==> config.mk <==
export PLATFORM = sky130hd
export DESIGN_NAME = gq_pipe_stage
export DESIGN_NICKNAME = d
export VERILOG_FILES = /design/src/gq_pkg.sv /design/src/gq_root_step.sv /design/src/gq_pipe_stage.sv
export SDC_FILE = /design/constraint.sdc
export NUM_CORES = 1
export LEC_CHECK = 0
export BUFFER_PORTS_ARGS = -buffer_cell sky130_fd_sc_hd__buf_2
export CORE_ASPECT_RATIO = 0.8
export CORE_UTILIZATION = 40
export DETAILED_ROUTE_END_ITERATION = 8
export HOLD_SLACK_MARGIN = 0.1
export SLEW_MARGIN = 20
export SYNTH_ARGS = -nofsm -noshare
export SYNTH_HDL_FRONTEND = slang
export SYNTH_SLANG_ARGS = --single-unit
==> constraint.sdc <==
create_clock -name clk -period 14.7 [get_ports clk]
set_clock_uncertainty 0.1 [all_clocks]
set_input_delay 0.735 -clock clk [delete_from_list [all_inputs] [get_ports clk]]
set_output_delay 0.735 -clock clk [all_outputs]
set_load 0.01 [all_outputs]
==> src/gq_pkg.sv <==
`timescale 1ns / 1ps
`default_nettype none
// ----------------------------------------------------------------------------
// gq_pkg: shared types and constants for the gamma-2 color quantizer
// Widths of the channel sums, the root search state and the pixel bundle.
// ----------------------------------------------------------------------------
package gq_pkg;

    // input sum width (16 fraction bits included)
    localparam int SUM_W     = 40;
    // sample count register width
    localparam int CNT_W     = 16;
    // one output byte per channel
    localparam int ROOT_W    = 8;
    localparam int BIT_IDX_W = 3;
    // k*k*n stays below 2^32, k*n below 2^24
    localparam int SQ_W      = 2 * ROOT_W + CNT_W;
    localparam int KN_W      = ROOT_W + CNT_W;
    // compare width covers both the sum and the square
    localparam int CMP_W     = (SUM_W > SQ_W) ? SUM_W : SQ_W;

    // channel lanes, red high
    localparam int NUM_CH = 3;
    localparam int CH_RED = 2;
    localparam int CH_GRN = 1;
    localparam int CH_BLU = 0;

    // square root search state of one channel
    typedef struct packed {
        logic [SUM_W-1:0]  sum;
        logic [ROOT_W-1:0] root;
        logic [SQ_W-1:0]   sq;
        logic [KN_W-1:0]   kn;
    } gq_chan_t;

    typedef gq_chan_t [NUM_CH-1:0] gq_pix_t;

endpackage
`default_nettype wire

==> src/gq_root_step.sv <==
`timescale 1ns / 1ps
`default_nettype none
// ----------------------------------------------------------------------------
// gq_root_step: one bit of the integer square root search
// Tries root|bit against the sum, keeping root^2*n and root*n incrementally
// so that the step needs only shifts, one add tree and one compare.
// ----------------------------------------------------------------------------
module gq_root_step (
    input  wire logic [gq_pkg::BIT_IDX_W-1:0] bit_idx,
    input  wire logic [gq_pkg::CNT_W-1:0]     n,
    input  wire gq_pkg::gq_chan_t             cur,
    output gq_pkg::gq_chan_t                  nxt
);
    import gq_pkg::*;

    logic [SQ_W-1:0]  cross_term;
    logic [SQ_W-1:0]  lead;
    logic [SQ_W-1:0]  cand;
    logic [CMP_W-1:0] cand_ext;
    logic [CMP_W-1:0] sum_ext;
    logic             take;

    // (k+b)^2*n = k^2*n + 2*b*k*n + b^2*n
    always_comb
    begin
        cross_term = SQ_W'(cur.kn) << ({1'b0, bit_idx} + 4'd1);
        lead       = SQ_W'(n) << {bit_idx, 1'b0};
        cand       = cur.sq + cross_term + lead;
        cand_ext   = CMP_W'(cand);
        sum_ext    = CMP_W'(cur.sum);
        take       = (cand_ext <= sum_ext);
    end

    // keep the bit when the candidate square still fits
    always_comb
    begin
        nxt = cur;
        if (take)
        begin
            nxt.root = cur.root | (ROOT_W'(1) << bit_idx);
            nxt.sq   = cand;
            nxt.kn   = cur.kn + (KN_W'(n) << bit_idx);
        end
    end

endmodule
`default_nettype wire

==> src/gq_pipe_stage.sv <==
`timescale 1ns / 1ps
`default_nettype none
// ----------------------------------------------------------------------------
// gq_pipe_stage: one registered pipeline stage of the root search
// Resolves one root bit on all three channels, with valid/ready flow control.
// ----------------------------------------------------------------------------
module gq_pipe_stage (
    input  wire logic                         clk,
    input  wire logic                         rst_n,
    input  wire logic [gq_pkg::BIT_IDX_W-1:0] bit_idx,
    input  wire logic [gq_pkg::CNT_W-1:0]     n,
    input  wire logic                         up_valid,
    output logic                              up_ready,
    input  wire gq_pkg::gq_pix_t              up_data,
    output logic                              dn_valid,
    input  wire logic                         dn_ready,
    output gq_pkg::gq_pix_t                   dn_data
);
    import gq_pkg::*;

    gq_pix_t step_data;
    gq_pix_t data_reg;
    logic    valid_reg;
    logic    valid_next;

    // one search step per channel
    for (genvar c = 0; c < NUM_CH; c++)
    begin : g_ch
        gq_root_step u_step (
            .bit_idx (bit_idx),
            .n       (n),
            .cur     (up_data[c]),
            .nxt     (step_data[c])
        );
    end

    // stage takes a request when empty or draining
    always_comb
    begin
        up_ready   = !valid_reg || dn_ready;
        valid_next = up_ready ? up_valid : valid_reg;
    end

    always_ff @(posedge clk or negedge rst_n)
    begin
        if (!rst_n)
            valid_reg <= 1'b0;
        else
            valid_reg <= valid_next;
    end

    // payload register
    always_ff @(posedge clk)
    begin
        if (up_valid && up_ready)
            data_reg <= step_data;
    end

    assign dn_valid = valid_reg;
    assign dn_data  = data_reg;

endmodule
`default_nettype wire

-- Word level (Yosys, flattened, before mapping)
Index checks and enable logic that the tools add are counted.
- output and inout port bits: 314
- input port bits: 335
- flip-flop bits (word level): 313
- logic and storage cells: 41
- $add $sub $neg: 10
- reductions and logical operators: 3
- shift-type cells: 6
- magnitude comparators: 3
- bitwise logic cells: 3
- multiplexer cells: 3
- operator list (kind ; count):
    32-bit adder ; 6
    64-bit two-way mux ; 3
    32-bit by 40-bit less-or-equal comparator with 1-bit output ; 3
    24-bit by 4-bit left shift with 32-bit output ; 3
    24-bit adder ; 3
    16-bit by 4-bit left shift with 32-bit output ; 1
    8-bit OR ; 3
    16-bit by 3-bit left shift with 24-bit output ; 1
    1-bit by 3-bit left shift with 8-bit output (first input constant) ; 1
    3-bit by 1-bit adder with 4-bit output (second input constant) ; 1
    1-bit logical AND ; 1
    1-bit logical NOT ; 1
    1-bit logical OR ; 1

-- Logic depth before layout (Yosys ltp)
- word-level depth: 6
- depth in mapped cells: 37
- mapped depth without buffers: 28

-- Modules after synthesis
Synthesis repeated with hierarchy kept, for this count alone.
- cell total of the unflattened synthesis: 3534
- area total of the unflattened synthesis: 32204.6 µm²
- modules (own cells, without submodules) (module ; cells an instance ; times used ; area an instance (µm²) ; seq. area each (µm²)):
    gq_pipe_stage ; 316 ; 1 ; 9422.8 ; 9394.0
    gq_root_step at g_ch[0].u_step ; 1115 ; 1 ; 7683.6 ; 0.0
    gq_root_step at g_ch[1].u_step ; 1059 ; 1 ; 7623.6 ; 0.0
    gq_root_step at g_ch[2].u_step ; 1044 ; 1 ; 7474.7 ; 0.0

-- Least setup slack after synthesis
OpenSTA, ideal clock, no wires.
- path type: input -> register
- from: in dn_ready
- to: reg data_reg, in the netlist dn_data[0] (enable)
- setup time: 0.715 ns
- path slack: 5.851 ns
- stages on the path: 2
- arrival: 8.034 ns
- data required time: 13.885 ns
- path through: nand2b_1 -> and2_1
- cells in the longest elaborated chain, start to end: 2
- RTL lines (item ; line ; source):
    start, declared ; gq_pipe_stage.sv:16 ; input wire logic dn_ready,
    1-bit logical OR ; gq_pipe_stage.sv:40 ; up_ready = !valid_reg || dn_ready;
    1-bit logical AND ; gq_pipe_stage.sv:55 ; if (up_valid && up_ready)
    end signal, assigned ; gq_pipe_stage.sv:56 ; data_reg <= step_data;
    end, declared ; gq_pipe_stage.sv:22 ; gq_pix_t data_reg;
No other way between the ends.
A chain may end at the register's enable or synchronous reset.

==> key figures <==
Status
  – Result of the run: finished clean

Layout
  – Ratio of cells with drive above 1 in the final layout: 25.2%
  – Post-Layout Inst Area: 33300 µm²
  – Finished Core Util: 48.3%
  – Layout net count: 4174
  – Fill cells: 6662
  – Non-filler cells in the finished layout: 4427
  – Area added between synthesis and finish: 19.1%

Logic synthesis
  – Gate count after technology mapping: 2865
  – Commonest cells in the netlist: 312 x edfxtp_1, 283 x nand2_1, 273 x ha_1, 253 x a21oi_1, 225 x nor2_1
  – Most used flip-flop cell after synthesis: edfxtp_1
  – Fraction of post-synthesis cell area in the top cell type by area: 33.5%
  – Post-synth design cell area: 27900 µm²
  – Part of the Yosys area used for sequential elements: 33.6%
  – Synth Net Count: 3560
  – Number of distinct library cells after synthesis: 72
  – Top cells by area, synth: edfxtp_1 34%, ha_1 12%, fa_1 6.2%, a21oi_1 4.5%, nand2_1 3.8%
  – Post-synth ARST share: 0.319%
  – EDFF count, synth: 312
  – Mean post-synth cell area: 9.75 µm²
  – Most repeated cell in the gate-level netlist after synthesis: edfxtp_1
  – Count of state elements after synthesis: 313
  – Area leader, netlist: edfxtp_1
  – Total number of yosys warnings: 0

Global route
  – GRT Total Usage: 28.4%
  – Wire length of the first global-routing pass: 149000 µm
  – Via count of the first global-routing pass: 22874
  – Initial antenna violation count: 5
  – Overflow left after global routing: 0
  – Pin count of the biggest net entering global routing: 82

Drt
  – Via-to-Cell Ratio: 5.60
  – Drt initial violations: 2206
  – Number of routed nets with antenna violations: 0
  – Wirelength per Cell: 23.5 µm
  – Total number of vias: 24790
  – DRC violations left: 0
  – Total iterations of the first detailed-routing run: 6
  – Wirelength, routed: 104000 µm

STA
  – Fmax: 99.2 MHz
  – Total count of max-transition violations in the final report: 0
  – Final setup TNS: 0 ps
  – Number of hold violations in the final report: 0
  – Number of setup violations in the final report: 0
  – Min Clock Period, post-route: 10080 ps
  – Relative max-transition margin: 26.1%
  – Final clock period utilization by the worst path: 68.6%
  – Unrepaired setup endpoints after global routing: no
  – Worst-Margin Slew: 1110 ps

Clocking
  – TritonCTS Buffers: 34
  – Largest buffer count on any clock path: 3
  – Maximum level of the CTS H-tree: 2
  – Setup bufs post-CTS: 0
  – Insertion delay of the later-clocked pin in the worst-skew pair: 540 ps
  – Clock tree root buffer cell: clkbuf_16
  – TritonCTS clock tree: built
  – Cts repair resizes: 0
  – Clock transition at the registers of the reported paths: 60 ps
  – Post-CTS Hold Fix Bufs: 1
  – Number of clock sinks: 313

Critical path
  – Largest fanout on the critical path: 72
  – Critical setup path kind: in2reg
  – Arrival @ worst endpoint: 10270 ps
  – Crit Reg-Reg Startpoint: dn_valid$_DFFE_PN0N_
  – Startpoint types: input port
  – Critical Path End Type: register
  – Max stage delay on crit path: 880 ps
  – Startpoint of the most critical setup path: bit_idx[1]
  – Most common cell on crit path: a21oi_1
  – Required time of the critical path: 14890 ps
  – Cell type of the slowest stage on the worst timing path: nor4_1

Floorplanning
  – Die width: 297 µm
  – Effective utilization at floorplan: 40.5%
  – Number of cell rows: 86
  – Chip Height: 238 µm
  – Die area: 70900 µm²
  – Core Area: 69000 µm²
  – Number of placed I/O pins: 649

Placed design
  – Number of buffers inserted by port buffering: 648
  – Cell area after placement: 32200 µm²
  – Routability-driven placement congestion ratio: 0.946
  – Cell Count Post-Placement: 4366
  – DP Wirelength: 85500 µm

Power
  – Total power consumption of the routed design: 4.58 mW
  – VDD IR max: 0.0796 mV
  – Fraction of power consumed by sequential logic: 27.1%
  – Power per cell area: 138 nW/µm²
  – Relative contribution of combinational cells to total power: 54.7%
  – Static Leakage: 15.1 nW
  – Switching power as a share of total power: 40.9%
  – Power Internal: 2.71 mW
  – Share of power burned in the clock network: 18.2%
  – Net switching component of the power: 1.88 mW

Worst hold path
  – Type of the tightest min-delay check: in2reg
  – Source of the worst hold timing path: up_data[310]

Job
  – Max Cap Violations: 0
registers in the layout, summed over array words and instances (netlist names):
register,flops
dn_data,312
dn_valid,1
stage by stage:
stage	hold slack (ps)	setup slack, ps
after global routing	252	3880
after floorplan	339	5850
after CTS	238	4820
final	280	4620
after global placement	411	4480
after detailed placement	410	4280
cell type report:
class                   count  area (µm²)  share of cell area [%]
repair buffers            685        3530                    10.6
diodes                      2        5.00                  0.0150
well taps                 924        1160                    3.47
inverters                 180         676                    2.03
multi-input cells        2265       17500                    52.6
flip-flops and latches    313        9390                    28.2
clock inverters            11         106                   0.320
clock buffers              47         921                    2.77
final timing paths:
check	to	slack (ps)	depth (start not counted)
min reg2reg	dn_valid$_DFFE_PN0N_	440	2
max in group asynchronous	dn_valid$_DFFE_PN0N_	14020	2
max reg2reg	dn_data[120]$_DFFE_PP_	11270	4
max	dn_data[231]$_DFFE_PP_	4620	30
min in group asynchronous	dn_valid$_DFFE_PN0N_	400	2
min	dn_data[310]$_DFFE_PP_	280	1
layer usage:
layer / part of all wire (%) / vias to the layer above / global-route usage (%)
met1: 46 / 11873 / 41.1
met4: 2.6 / 0 / 7.75
met5: 0 / - / 0
met3: 8.2 / 114 / 6.08
li1: - / 11757 / -
met2: 43 / 1046 / 42.7
worst max-delay path: cells and delay by family:
kind	cells	cell delay [ps]
xor+xnor	2	240
compound gates	13	3500
simple gates	5	1540
fa+ha+maj	4	1760
mux	1	430
buf+inv	5	1960
power groups by stage:
stage / registers, mW / clock network (mW) / logic, mW
detailed placement: 1.26 / 0 / 2.47
floorplan: 1.35 / 0 / 1.65
global route: 1.25 / 0.887 / 2.78
CTS: 1.24 / 0.855 / 2.49
finish: 1.24 / 0.832 / 2.51
global placement: 1.26 / 0 / 2.46
kinds of logic (layout without fill, tap and decap cells):
family / count (synthesis) / after routing / share of synthesized area, %
buf+inv: 287 / 923 / 3.95
xor+xnor: 153 / 153 / 4.80
flops: 313 / 313 / 33.6
mux: 208 / 208 / 9.41
simple gates: 761 / 761 / 12.3
compound gates: 783 / 783 / 17.5
other cells: 0 / 2 / 0
fa+ha+maj: 360 / 360 / 18.5
cells in the final DEF, fill, tap and decap left out, types with 6 or more instances in the layout:
cell type,n
nor2_1,225
inv_1,176
nor2b_1,32
o31ai_1,12
a22oi_1,10
or3_1,9
o211ai_1,19
a31oi_1,30
edfxtp_1,312
a21o_1,108
nor4_1,10
clkinv_1,6
xnor2_1,94
o21a_1,28
xor2_1,59
mux4_2,35
and2_1,20
fa_1,87
o21ai_0,148
nand2_1,283
ha_1,271
nor3_1,33
o31a_1,8
buf_2,647
o22ai_1,25
mux2i_1,86
mux2_2,87
and3_1,26
buf_4,37
nand2b_1,25
clkbuf_16,35
o21bai_1,37
a21oi_1,253
clkbuf_1,12
a211oi_1,49
nand3_1,37
or2_2,13
nand4_1,34
Power figures use the tool's default switching activity.
